`src/sv/nfee_pkg.sv`:
```
// Shared types and constants for the nibble frame escape encoder.
// Depends on nothing; imported by every module of the block.
`timescale 1ns / 1ps
`default_nettype none

package nfee_pkg;

	// Symbol slots of one item, in emission order.
	localparam int unsigned NUM_SLOTS = 10;
	localparam int unsigned SLOT_W    = 4;

	localparam logic [SLOT_W-1:0] SLOT_START0 = 4'd0;
	localparam logic [SLOT_W-1:0] SLOT_START1 = 4'd1;
	localparam logic [SLOT_W-1:0] SLOT_START2 = 4'd2;
	localparam logic [SLOT_W-1:0] SLOT_HI     = 4'd3;
	localparam logic [SLOT_W-1:0] SLOT_ESC_HI = 4'd4;
	localparam logic [SLOT_W-1:0] SLOT_LO     = 4'd5;
	localparam logic [SLOT_W-1:0] SLOT_ESC_LO = 4'd6;
	localparam logic [SLOT_W-1:0] SLOT_END0   = 4'd7;
	localparam logic [SLOT_W-1:0] SLOT_END1   = 4'd8;
	localparam logic [SLOT_W-1:0] SLOT_END2   = 4'd9;

	// Tone codes.
	localparam logic [3:0] TONE_FLAG0  = 4'd0;
	localparam logic [3:0] TONE_FLAG1  = 4'd1;
	localparam logic [3:0] TONE_FLAG2  = 4'd2;
	localparam logic [3:0] TONE_ESCAPE = 4'd3;
	localparam logic [3:0] NIB_ZERO    = 4'd0;
	localparam logic [3:0] NIB_ONE     = 4'd1;

	// Queue between front and back.
	localparam int unsigned Q_DEPTH = 4;
	localparam int unsigned Q_PTR_W = 2;
	localparam int unsigned Q_CNT_W = 3;

	// One classified item: which slots it emits and its two nibbles.
	typedef struct packed {
		logic [NUM_SLOTS-1:0] mask;
		logic [3:0]           hi;
		logic [3:0]           lo;
	} desc_t;

	// Tone emitted by a given slot.
	function automatic logic [3:0] slot_symbol(input logic [SLOT_W-1:0] slot,
			input logic [3:0] hi, input logic [3:0] lo);
		logic [3:0] sym;
		begin
			unique case (slot)
				SLOT_START0, SLOT_END0: sym = TONE_FLAG0;
				SLOT_START1, SLOT_END1: sym = TONE_FLAG1;
				SLOT_START2, SLOT_END2: sym = TONE_FLAG2;
				SLOT_HI:                sym = hi;
				SLOT_LO:                sym = lo;
				SLOT_ESC_HI, SLOT_ESC_LO: sym = TONE_ESCAPE;
				default:                sym = TONE_ESCAPE;
			endcase
			return sym;
		end
	endfunction

endpackage

`default_nettype wire

```
`src/sv/nfee_front.sv`:
```
// Front end: accepts input items, tracks frame state and escape history,
// and turns each item into a slot descriptor. Depends on nfee_pkg.
`timescale 1ns / 1ps
`default_nettype none

module nfee_front (
	input  wire logic          clk,
	input  wire logic          arst_n,
	input  wire logic          accept,
	input  wire logic [7:0]    data_byte,
	input  wire logic          carries_byte,
	input  wire logic          last_of_frame,
	output nfee_pkg::desc_t    desc
);
	import nfee_pkg::*;

	logic       frame_open_q;
	logic       prev_zero_q;
	logic       closing;
	logic       prev_zero_eff;
	logic [3:0] hi;
	logic [3:0] lo;
	logic       esc_hi;
	logic       esc_lo;

	// Classify the item against the current frame state.
	always_comb begin
		hi            = data_byte[7:4];
		lo            = data_byte[3:0];
		closing       = !carries_byte || last_of_frame;
		prev_zero_eff = frame_open_q && prev_zero_q;
		esc_hi        = carries_byte && (hi == NIB_ONE) && prev_zero_eff;
		esc_lo        = carries_byte && (lo == NIB_ONE) && (hi == NIB_ZERO);
	end

	// Build the slot mask in emission order.
	always_comb begin
		desc.hi   = hi;
		desc.lo   = lo;
		desc.mask = '0;
		desc.mask[SLOT_START0] = !frame_open_q;
		desc.mask[SLOT_START1] = !frame_open_q;
		desc.mask[SLOT_START2] = !frame_open_q;
		desc.mask[SLOT_HI]     = carries_byte;
		desc.mask[SLOT_ESC_HI] = esc_hi;
		desc.mask[SLOT_LO]     = carries_byte;
		desc.mask[SLOT_ESC_LO] = esc_lo;
		desc.mask[SLOT_END0]   = closing;
		desc.mask[SLOT_END1]   = closing;
		desc.mask[SLOT_END2]   = closing;
	end

	// Frame state advances on every accepted item.
	always_ff @(posedge clk or negedge arst_n) begin
		if (!arst_n) begin
			frame_open_q <= 1'b0;
			prev_zero_q  <= 1'b0;
		end else if (accept) begin
			if (closing) begin
				frame_open_q <= 1'b0;
				prev_zero_q  <= 1'b0;
			end else begin
				frame_open_q <= 1'b1;
				prev_zero_q  <= carries_byte ? (lo == NIB_ZERO) : prev_zero_eff;
			end
		end
	end

endmodule

`default_nettype wire

```
`src/sv/nfee_queue.sv`:
```
// Short descriptor queue between the front and the back end.
// Depends on nfee_pkg.
`timescale 1ns / 1ps
`default_nettype none

module nfee_queue (
	input  wire logic             clk,
	input  wire logic             arst_n,
	input  wire logic             push,
	input  wire nfee_pkg::desc_t  wr_desc,
	input  wire logic             pop,
	output nfee_pkg::desc_t       rd_desc,
	output logic                  full,
	output logic                  empty
);
	import nfee_pkg::*;

	desc_t                mem_q [Q_DEPTH];
	logic [Q_PTR_W-1:0]   wr_ptr_q;
	logic [Q_PTR_W-1:0]   rd_ptr_q;
	logic [Q_CNT_W-1:0]   count_q;

	assign full    = (count_q == Q_CNT_W'(Q_DEPTH));
	assign empty   = (count_q == '0);
	assign rd_desc = mem_q[rd_ptr_q];

	// Storage is written at the tail.
	always_ff @(posedge clk) begin
		if (push) begin
			mem_q[wr_ptr_q] <= wr_desc;
		end
	end

	// Pointers and fill count.
	always_ff @(posedge clk or negedge arst_n) begin
		if (!arst_n) begin
			wr_ptr_q <= '0;
			rd_ptr_q <= '0;
			count_q  <= '0;
		end else begin
			if (push) begin
				wr_ptr_q <= wr_ptr_q + 1'b1;
			end
			if (pop) begin
				rd_ptr_q <= rd_ptr_q + 1'b1;
			end
			if (push && !pop) begin
				count_q <= count_q + 1'b1;
			end else if (pop && !push) begin
				count_q <= count_q - 1'b1;
			end
		end
	end

	a_count_bound: assert property (@(posedge clk) disable iff (!arst_n)
		count_q <= Q_CNT_W'(Q_DEPTH))
		else $error("queue count exceeds depth");
	a_no_overflow: assert property (@(posedge clk) disable iff (!arst_n)
		push |-> !full)
		else $error("push into full queue");
	a_no_underflow: assert property (@(posedge clk) disable iff (!arst_n)
		pop |-> !empty)
		else $error("pop from empty queue");
	a_desc_nonempty: assert property (@(posedge clk) disable iff (!arst_n)
		push |-> (wr_desc.mask != '0))
		else $error("descriptor with no symbols queued");

endmodule

`default_nettype wire

```
`src/sv/nfee_back.sv`:
```
// Back end: walks each descriptor's slot mask and emits one tone symbol
// per cycle into the output register unless stalled. Depends on nfee_pkg.
`timescale 1ns / 1ps
`default_nettype none

module nfee_back (
	input  wire logic             clk,
	input  wire logic             arst_n,
	input  wire nfee_pkg::desc_t  rd_desc,
	input  wire logic             empty,
	output logic                  pop,
	output logic                  m_tvalid,
	input  wire logic             m_tready,
	output logic [7:0]            m_tdata,
	output logic                  m_tlast
);
	import nfee_pkg::*;

	logic [NUM_SLOTS-1:0] mask_q;
	logic [3:0]           hi_q;
	logic [3:0]           lo_q;
	logic                 tvalid_q;
	logic [3:0]           sym_q;
	logic                 last_q;

	logic                 out_free;
	logic                 emit;
	logic [NUM_SLOTS-1:0] remain;
	logic [SLOT_W-1:0]    sel;

	// Lowest pending slot is the next symbol.
	always_comb begin
		sel = '0;
		for (int i = NUM_SLOTS - 1; i >= 0; i--) begin
			if (mask_q[i]) begin
				sel = SLOT_W'(i);
			end
		end
	end

	// Emit when a slot is pending and the output register can take it;
	// fetch the next descriptor as the current one drains.
	always_comb begin
		out_free = !tvalid_q || m_tready;
		emit     = out_free && (mask_q != '0);
		remain   = mask_q & (mask_q - 1'b1);
		pop      = !empty && ((mask_q == '0) || (emit && (remain == '0)));
	end

	// Current descriptor.
	always_ff @(posedge clk or negedge arst_n) begin
		if (!arst_n) begin
			mask_q <= '0;
		end else if (pop) begin
			mask_q <= rd_desc.mask;
		end else if (emit) begin
			mask_q <= remain;
		end
	end

	always_ff @(posedge clk) begin
		if (pop) begin
			hi_q <= rd_desc.hi;
			lo_q <= rd_desc.lo;
		end
	end

	// Output register.
	always_ff @(posedge clk or negedge arst_n) begin
		if (!arst_n) begin
			tvalid_q <= 1'b0;
		end else if (out_free) begin
			tvalid_q <= emit;
		end
	end

	always_ff @(posedge clk) begin
		if (emit) begin
			sym_q  <= slot_symbol(sel, hi_q, lo_q);
			last_q <= (remain == '0);
		end
	end

	assign m_tvalid = tvalid_q;
	assign m_tdata  = {4'b0000, sym_q};
	assign m_tlast  = last_q;

	a_load_nonempty: assert property (@(posedge clk) disable iff (!arst_n)
		pop |=> (mask_q != '0))
		else $error("loaded descriptor has no symbols");
	a_start_whole: assert property (@(posedge clk) disable iff (!arst_n)
		(mask_q[SLOT_START0] == mask_q[SLOT_START1]) ||
		(mask_q[SLOT_START1] && mask_q[SLOT_START2]) ||
		(!mask_q[SLOT_START0] && !mask_q[SLOT_START1] && mask_q[SLOT_START2]) ||
		(!mask_q[SLOT_START0] && !mask_q[SLOT_START1]))
		else $error("start flag slots out of order");
	a_escapes_exclusive: assert property (@(posedge clk) disable iff (!arst_n)
		!(mask_q[SLOT_ESC_HI] && mask_q[SLOT_ESC_LO]))
		else $error("both escape slots pending in one item");
	a_escape_follows_nibble: assert property (@(posedge clk) disable iff (!arst_n)
		(mask_q[SLOT_ESC_HI] && !mask_q[SLOT_HI]) |-> !mask_q[SLOT_START0])
		else $error("escape pending before start flag done");

endmodule

`default_nettype wire

```
`src/sv/nibble_frame_escape_encoder.sv`:
```
// Top level of the nibble frame escape encoder.
// Depends on nfee_pkg, nfee_front, nfee_queue and nfee_back.
`timescale 1ns / 1ps
`default_nettype none

// Encodes frame bytes into 4-bit tone symbols: a start flag 0,1,2 opens a
// frame, each byte goes out high nibble first, an escape 3 follows a data
// 1 that directly follows a data 0, and an end flag 0,1,2 closes the frame
// after an item with tlast set or with tuser (carries byte) clear. An input
// item is taken whenever the four-entry descriptor queue has room; the
// output runs at one symbol per cycle, unless m_tready stalls it, through
// a single output register. An item makes 2 or 3 symbols for a byte
// inside a frame, up to 9 with both flags. The sustained rate is set by
// that one-symbol-per-cycle output stage.
module nibble_frame_escape_encoder (
	input  wire logic       clk,
	input  wire logic       arst_n,
	input  wire logic       s_tvalid,
	output logic            s_tready,
	input  wire logic [7:0] s_tdata,   // [7:0] data_byte
	input  wire logic       s_tuser,   // [0] carries_byte
	input  wire logic       s_tlast,   // last_of_frame
	output logic            m_tvalid,
	input  wire logic       m_tready,
	output logic [7:0]      m_tdata,   // [3:0] tone_symbol, [7:4] zero
	output logic            m_tlast    // last_symbol
);
	import nfee_pkg::*;

	desc_t wr_desc;
	desc_t rd_desc;
	logic  accept;
	logic  full;
	logic  empty;
	logic  pop;

	assign s_tready = !full;
	assign accept   = s_tvalid && !full;

	nfee_front u_front (
		.clk           (clk),
		.arst_n        (arst_n),
		.accept        (accept),
		.data_byte     (s_tdata),
		.carries_byte  (s_tuser),
		.last_of_frame (s_tlast),
		.desc          (wr_desc)
	);

	nfee_queue u_queue (
		.clk     (clk),
		.arst_n  (arst_n),
		.push    (accept),
		.wr_desc (wr_desc),
		.pop     (pop),
		.rd_desc (rd_desc),
		.full    (full),
		.empty   (empty)
	);

	nfee_back u_back (
		.clk      (clk),
		.arst_n   (arst_n),
		.rd_desc  (rd_desc),
		.empty    (empty),
		.pop      (pop),
		.m_tvalid (m_tvalid),
		.m_tready (m_tready),
		.m_tdata  (m_tdata),
		.m_tlast  (m_tlast)
	);

endmodule

`default_nettype wire

```
`config.mk`:
```
export PLATFORM = sky130hd
export DESIGN_NAME = nibble_frame_escape_encoder
export DESIGN_NICKNAME = d
export VERILOG_FILES = /design/src/sv/nfee_pkg.sv /design/src/sv/nfee_front.sv /design/src/sv/nfee_queue.sv /design/src/sv/nfee_back.sv /design/src/sv/nibble_frame_escape_encoder.sv
export SDC_FILE = /design/constraint.sdc
export NUM_CORES = 1
export LEC_CHECK = 0
export BUFFER_PORTS_ARGS = -buffer_cell sky130_fd_sc_hd__buf_4
export CORE_ASPECT_RATIO = 0.75
export CORE_MARGIN = 2
export CORE_UTILIZATION = 59
export CTS_CLUSTER_DIAMETER = 60
export DETAILED_ROUTE_END_ITERATION = 8
export MAX_ROUTING_LAYER = met4
export PLACE_DENSITY = 0.86
export SLEW_MARGIN = 10
export SYNTH_ARGS = -nofsm -noshare
export SYNTH_HDL_FRONTEND = slang
export SYNTH_SLANG_ARGS = --single-unit
```
`constraint.sdc`:
```
create_clock -name clk -period 4.2 [get_ports clk]
set_input_delay 0.42 -clock clk [delete_from_list [all_inputs] [get_ports clk]]
set_output_delay 0.42 -clock clk [all_outputs]
set_load 0.05 [all_outputs]
```
==> flow_summary.html <==
<table>
<tr><th>Metric</th><th>Value</th></tr>
<tr><th colspan="2">Outcome</th></tr>
<tr><td>Result of the run</td><td>finished clean</td></tr>
<tr><th colspan="2">Detailed routing</th></tr>
<tr><td>Met2 wirelength from detailed routing</td><td>approximately 2900 microns</td></tr>
<tr><td>Routed met1 length</td><td>2710 microns</td></tr>
<tr><td>Avg Vias per Cell</td><td>5.67</td></tr>
<tr><td>Drt pass-1 iters</td><td>4</td></tr>
<tr><td>Routed wirelength normalized by instance count</td><td>roughly 18 microns</td></tr>
<tr><td>Met3 WL</td><td>277 microns</td></tr>
<tr><td>Starting DRT DRC Count</td><td>between 90 and 100</td></tr>
<tr><td>Top Metal Used</td><td>met4</td></tr>
<tr><td>Post-detailed-routing wire length</td><td>5930 microns</td></tr>
<tr><td>Number of design rule violations left after detail routing</td><td>0</td></tr>
<tr><td>Post-route antenna net violation count</td><td>0</td></tr>
<tr><td>Total vias in the final route</td><td>1918</td></tr>
<tr><th colspan="2">Synthesis</th></tr>
<tr><td>Post-synthesis register bit count</td><td>85</td></tr>
<tr><td>Dominant cells by area after synthesis</td><td>edfxtp_1 (54%), dfrtp_1 (14%), mux4_2 (8.1%)</td></tr>
<tr><td>Mux cell area share after synthesis</td><td>0.0873</td></tr>
<tr><td>Area share of fa/ha/maj cells after synthesis</td><td>0.0257</td></tr>
<tr><td>Per-instance average area after synthesis</td><td>15.6 sq um</td></tr>
<tr><td>Warnings, synthesis</td><td>0</td></tr>
<tr><td>Xor-xnor portion of the synthesized cell area</td><td>0.0146</td></tr>
<tr><td>Yosys cell types</td><td>48</td></tr>
<tr><td>Simple-Gate Fraction of Synth Area</td><td>0.0887</td></tr>
<tr><td>Ys async rst share</td><td>0.235</td></tr>
<tr><td>Proportion of synthesized chip area in sequential cells</td><td>0.682</td></tr>
<tr><td>Cell type with the highest aggregate area in the netlist</td><td>edfxtp_1</td></tr>
<tr><td>Top cell types by occurrence after synthesis</td><td>edfxtp_1 (65), dfrtp_1 (20), nand2_1 (18)</td></tr>
<tr><td>Number of enable-type register cells in the synthesized netlist</td><td>65</td></tr>
<tr><td>Cell count after synthesis</td><td>230</td></tr>
<tr><td>Top-count cell post-synth</td><td>edfxtp_1</td></tr>
<tr><td>Synth Area in Compound Gates</td><td>0.0737</td></tr>
<tr><td>Netlist area before placement</td><td>3600 sq um</td></tr>
<tr><td>Dominant combinational cell family by area after synthesis</td><td>simple AND/OR/NAND/NOR gates</td></tr>
<tr><td>Commonest register cell after synthesis</td><td>edfxtp_1</td></tr>
<tr><td>Top cell type's share of synthesized area</td><td>0.543</td></tr>
<tr><th colspan="2">Placed design</th></tr>
<tr><td>Gpl congestion</td><td>0.915</td></tr>
<tr><td>HPWL after DPL</td><td>just over 4000 microns</td></tr>
<tr><td>Placed Area</td><td>3800 sq um</td></tr>
<tr><td>Placed cell count</td><td>321</td></tr>
<tr><td>Port buffer count</td><td>20</td></tr>
<tr><th colspan="2">Clock tree</th></tr>
<tr><td>Num CTS Buffers</td><td>9</td></tr>
<tr><td>Clock Sink Count</td><td>between 80 and 90</td></tr>
<tr><td>Clk_lat worst skew</td><td>350 ps</td></tr>
<tr><td>Setup bufs post-CTS</td><td>0</td></tr>
<tr><td>H-Tree Depth</td><td>3</td></tr>
<tr><td>Cell chosen for the clock root</td><td>clkbuf_8</td></tr>
<tr><td>Worst-path clk slew</td><td>about 90 ps</td></tr>
<tr><td>CTS tree</td><td>yes</td></tr>
<tr><td># hold bufs at CTS</td><td>1</td></tr>
<tr><td>Maximum buffer depth of the clock tree</td><td>2</td></tr>
<tr><td>Number of gates given a new drive strength after cts</td><td>0</td></tr>
<tr><th colspan="2">Timing</th></tr>
<tr><td>Accumulated negative setup slack</td><td>0 ps</td></tr>
<tr><td>Crit share post-route</td><td>0.831</td></tr>
<tr><td>Worst Max-Slew Pin Slew</td><td>940 ps</td></tr>
<tr><td>Setup repair after global routing missed its margin</td><td>no</td></tr>
<tr><td>Worst Skew</td><td>13.8 ps</td></tr>
<tr><td>Number of max-slew violations in the final report</td><td>0</td></tr>
<tr><td>Count of endpoints failing setup in the final report</td><td>0</td></tr>
<tr><td>Rel. slew slack</td><td>0.371</td></tr>
<tr><td>Max Clock Freq</td><td>286 MHz</td></tr>
<tr><td>Final period demand of the worst path</td><td>3490 ps</td></tr>
<tr><td>Number of failing hold endpoints at the final stage</td><td>0</td></tr>
<tr><th colspan="2">Worst setup path</th></tr>
<tr><td>Critical path data required time</td><td>about 4400 ps</td></tr>
<tr><td>Worst path most repeated cell</td><td>inv_1</td></tr>
<tr><td>Register-to-Register Path Depth</td><td>9</td></tr>
<tr><td>Largest fanout on the critical path</td><td>16</td></tr>
<tr><td>Peak per-stage delay on the critical path</td><td>about 850 ps</td></tr>
<tr><td>Instance count on the critical path</td><td>9</td></tr>
<tr><td>Worst path bufs/invs</td><td>2</td></tr>
<tr><td>Worst-path cell chain</td><td>or4_4 &gt; o32ai_2 &gt; o21ai_2 &gt; o41ai_4 &gt; inv_1 &gt; ha_1 &gt; inv_1 &gt; fa_1 &gt; mux2_2</td></tr>
<tr><td>Gate family responsible for the most delay along the worst path</td><td>compound AO/OA/AOI/OAI gates</td></tr>
<tr><td>Critical path arrival</td><td>between 3000 and 4000 ps</td></tr>
<tr><td>Cell type of the slowest stage on the worst timing path</td><td>o41ai_4</td></tr>
<tr><td>Startpoint Class</td><td>register</td></tr>
<tr><td>Critical path class</td><td>register to register</td></tr>
<tr><td>Capturing element type of the critical path</td><td>register</td></tr>
<tr><th colspan="2">Floorplanning</th></tr>
<tr><td>Placement row count</td><td>24</td></tr>
<tr><td>Core Region</td><td>5860 sq um</td></tr>
<tr><td>Die area</td><td>6740 sq um</td></tr>
<tr><td>Initial core utilization</td><td>0.614</td></tr>
<tr><td>Width of the die</td><td>94.2 microns</td></tr>
<tr><td>Number of top-level design ports</td><td>25</td></tr>
<tr><td>Floorplan die height</td><td>71.6 microns</td></tr>
<tr><th colspan="2">Hold path</th></tr>
<tr><td>Hold crit path type</td><td>primary input to register</td></tr>
<tr><td>Hold Path Cell Cnt</td><td>1</td></tr>
<tr><th colspan="2">Global routing</th></tr>
<tr><td>Overflow left after global routing</td><td>0</td></tr>
<tr><td>Via count of the first global-routing pass</td><td>1992</td></tr>
<tr><td>Number of antenna violations at the first check in global routing</td><td>0</td></tr>
<tr><td>GRT Util Overall</td><td>0.212</td></tr>
<tr><td>First-pass GRT wire length</td><td>approximately 10000 microns</td></tr>
<tr><td>Largest net degree at the start of global routing</td><td>21</td></tr>
<tr><th colspan="2">Flow run</th></tr>
<tr><td>Number of max-capacitance violations reported</td><td>0</td></tr>
<tr><th colspan="2">Power and ir drop</th></tr>
<tr><td>Worst vdd rail ir drop</td><td>0.334 mV</td></tr>
<tr><td>Standby leakage power</td><td>~1.5 nW</td></tr>
<tr><td>Total power draw</td><td>2.90 mW</td></tr>
<tr><td>Total power divided by cell area</td><td>729 nW/um^2</td></tr>
<tr><th colspan="2">Final layout</th></tr>
<tr><td>Final design instance area without fill</td><td>roughly 4000 sq um</td></tr>
<tr><td>Number of diodes</td><td>0</td></tr>
<tr><td>Synthesis-to-layout area growth</td><td>10.7%</td></tr>
<tr><td>Final standard cell count with taps included and fillers excluded</td><td>between 300 and 400</td></tr>
<tr><td>NumNets Final</td><td>roughly 280</td></tr>
<tr><td>Number of inserted filler cells in the final layout</td><td>roughly 400</td></tr>
<tr><td>Fraction of final layout cells with drive strength greater than 1</td><td>0.215</td></tr>
</table>
[cell type report]
class | count | area (sq um) | area share
clock inverters | 6 | 46.3 | 0.0116
repair buffers | 22 | 168 | 0.0421
inverters | 9 | 33.8 | 0.00848
multi-input cells | 128 | 1060 | 0.266
flip-flops and latches | 85 | 2450 | 0.616
clock buffers | 10 | 128 | 0.0320
well taps | 78 | 97.6 | 0.0245
[sequential cells by signal, indices dropped and copies added, names as in the netlist]
register and count:
u_back.hi_q 4, u_back.m_tvalid 1, u_back.m_tlast 1, u_queue.wr_ptr_q 2, u_queue.count_q 3, u_front.prev_zero_q 1, u_queue.mem_q 52, u_back.lo_q 4
u_queue.rd_ptr_q 2, u_back.sym_q 4, u_back.mask_q 10, u_front.frame_open_q 1
[layout by cell type, fill, tap and decap left out, types with 3 or more instances in the layout]
master,netlist,routed
buf_4,4,21
xnor2_1,3,3
nand2b_1,5,5
ha_1,5,5
o21ai_0,9,9
conb_1,1,4
a21o_1,3,3
xor2_1,3,3
dfrtp_1,20,20
a21oi_1,4,4
nand3_1,3,3
nor3_1,4,4
o21a_1,3,3
clkbuf_8,0,9
mux4_2,13,13
and3_1,4,4
and2_1,3,3
nand2_1,18,18
edfxtp_1,65,65
nor2_1,14,14
inv_1,9,9
[per-stage QoR]
step           utilization  setup slack (ps)  hold slack, ps
5_1_grt              0.680               513             245
3_3_place_gp         0.649               784             321
3_5_place_dp         0.649               722             324
2_1_floorplan            -              1010             124
4_1_cts              0.680               717             256
6_report             0.680               709             275
[worst paths after layout]
kind                                          start             endpoint  slack [ps]
worst max-delay path               u_back.mask_q[0]   u_queue.count_q[1]         710
worst min-delay path                     s_tdata[5]  u_queue.mem_q[3][5]         280
worst max register to register     u_back.mask_q[0]   u_queue.count_q[1]         710
worst min register to register  u_front.prev_zero_q  u_front.prev_zero_q         480
max in group asynchronous                    arst_n  u_queue.rd_ptr_q[0]        3480
min in group asynchronous                    arst_n      u_back.m_tvalid         490
[metal layers]
metal | track usage | vias up
met1 | 0.282 | 932
met3 | 0.0641 | 8
met2 | 0.317 | 59
li1 | - | 919
met4 | 0.0741 | 0
met5 | - | -
[logic make-up after synthesis]
group,count (synthesis)
flops,85
simple gates,62
compound gates,34
buf+inv,20
mux,15
fa+ha+maj,7
xor+xnor,6
other cells,1
[report_power, final]
group | switching, mW | internal, mW
sequential | 0.199 | 1.19
combinational | 0.567 | 0.446
clock | 0.282 | 0.219
total | 1.05 | 1.86
No activity file was read; power rests on OpenSTA's default activity.
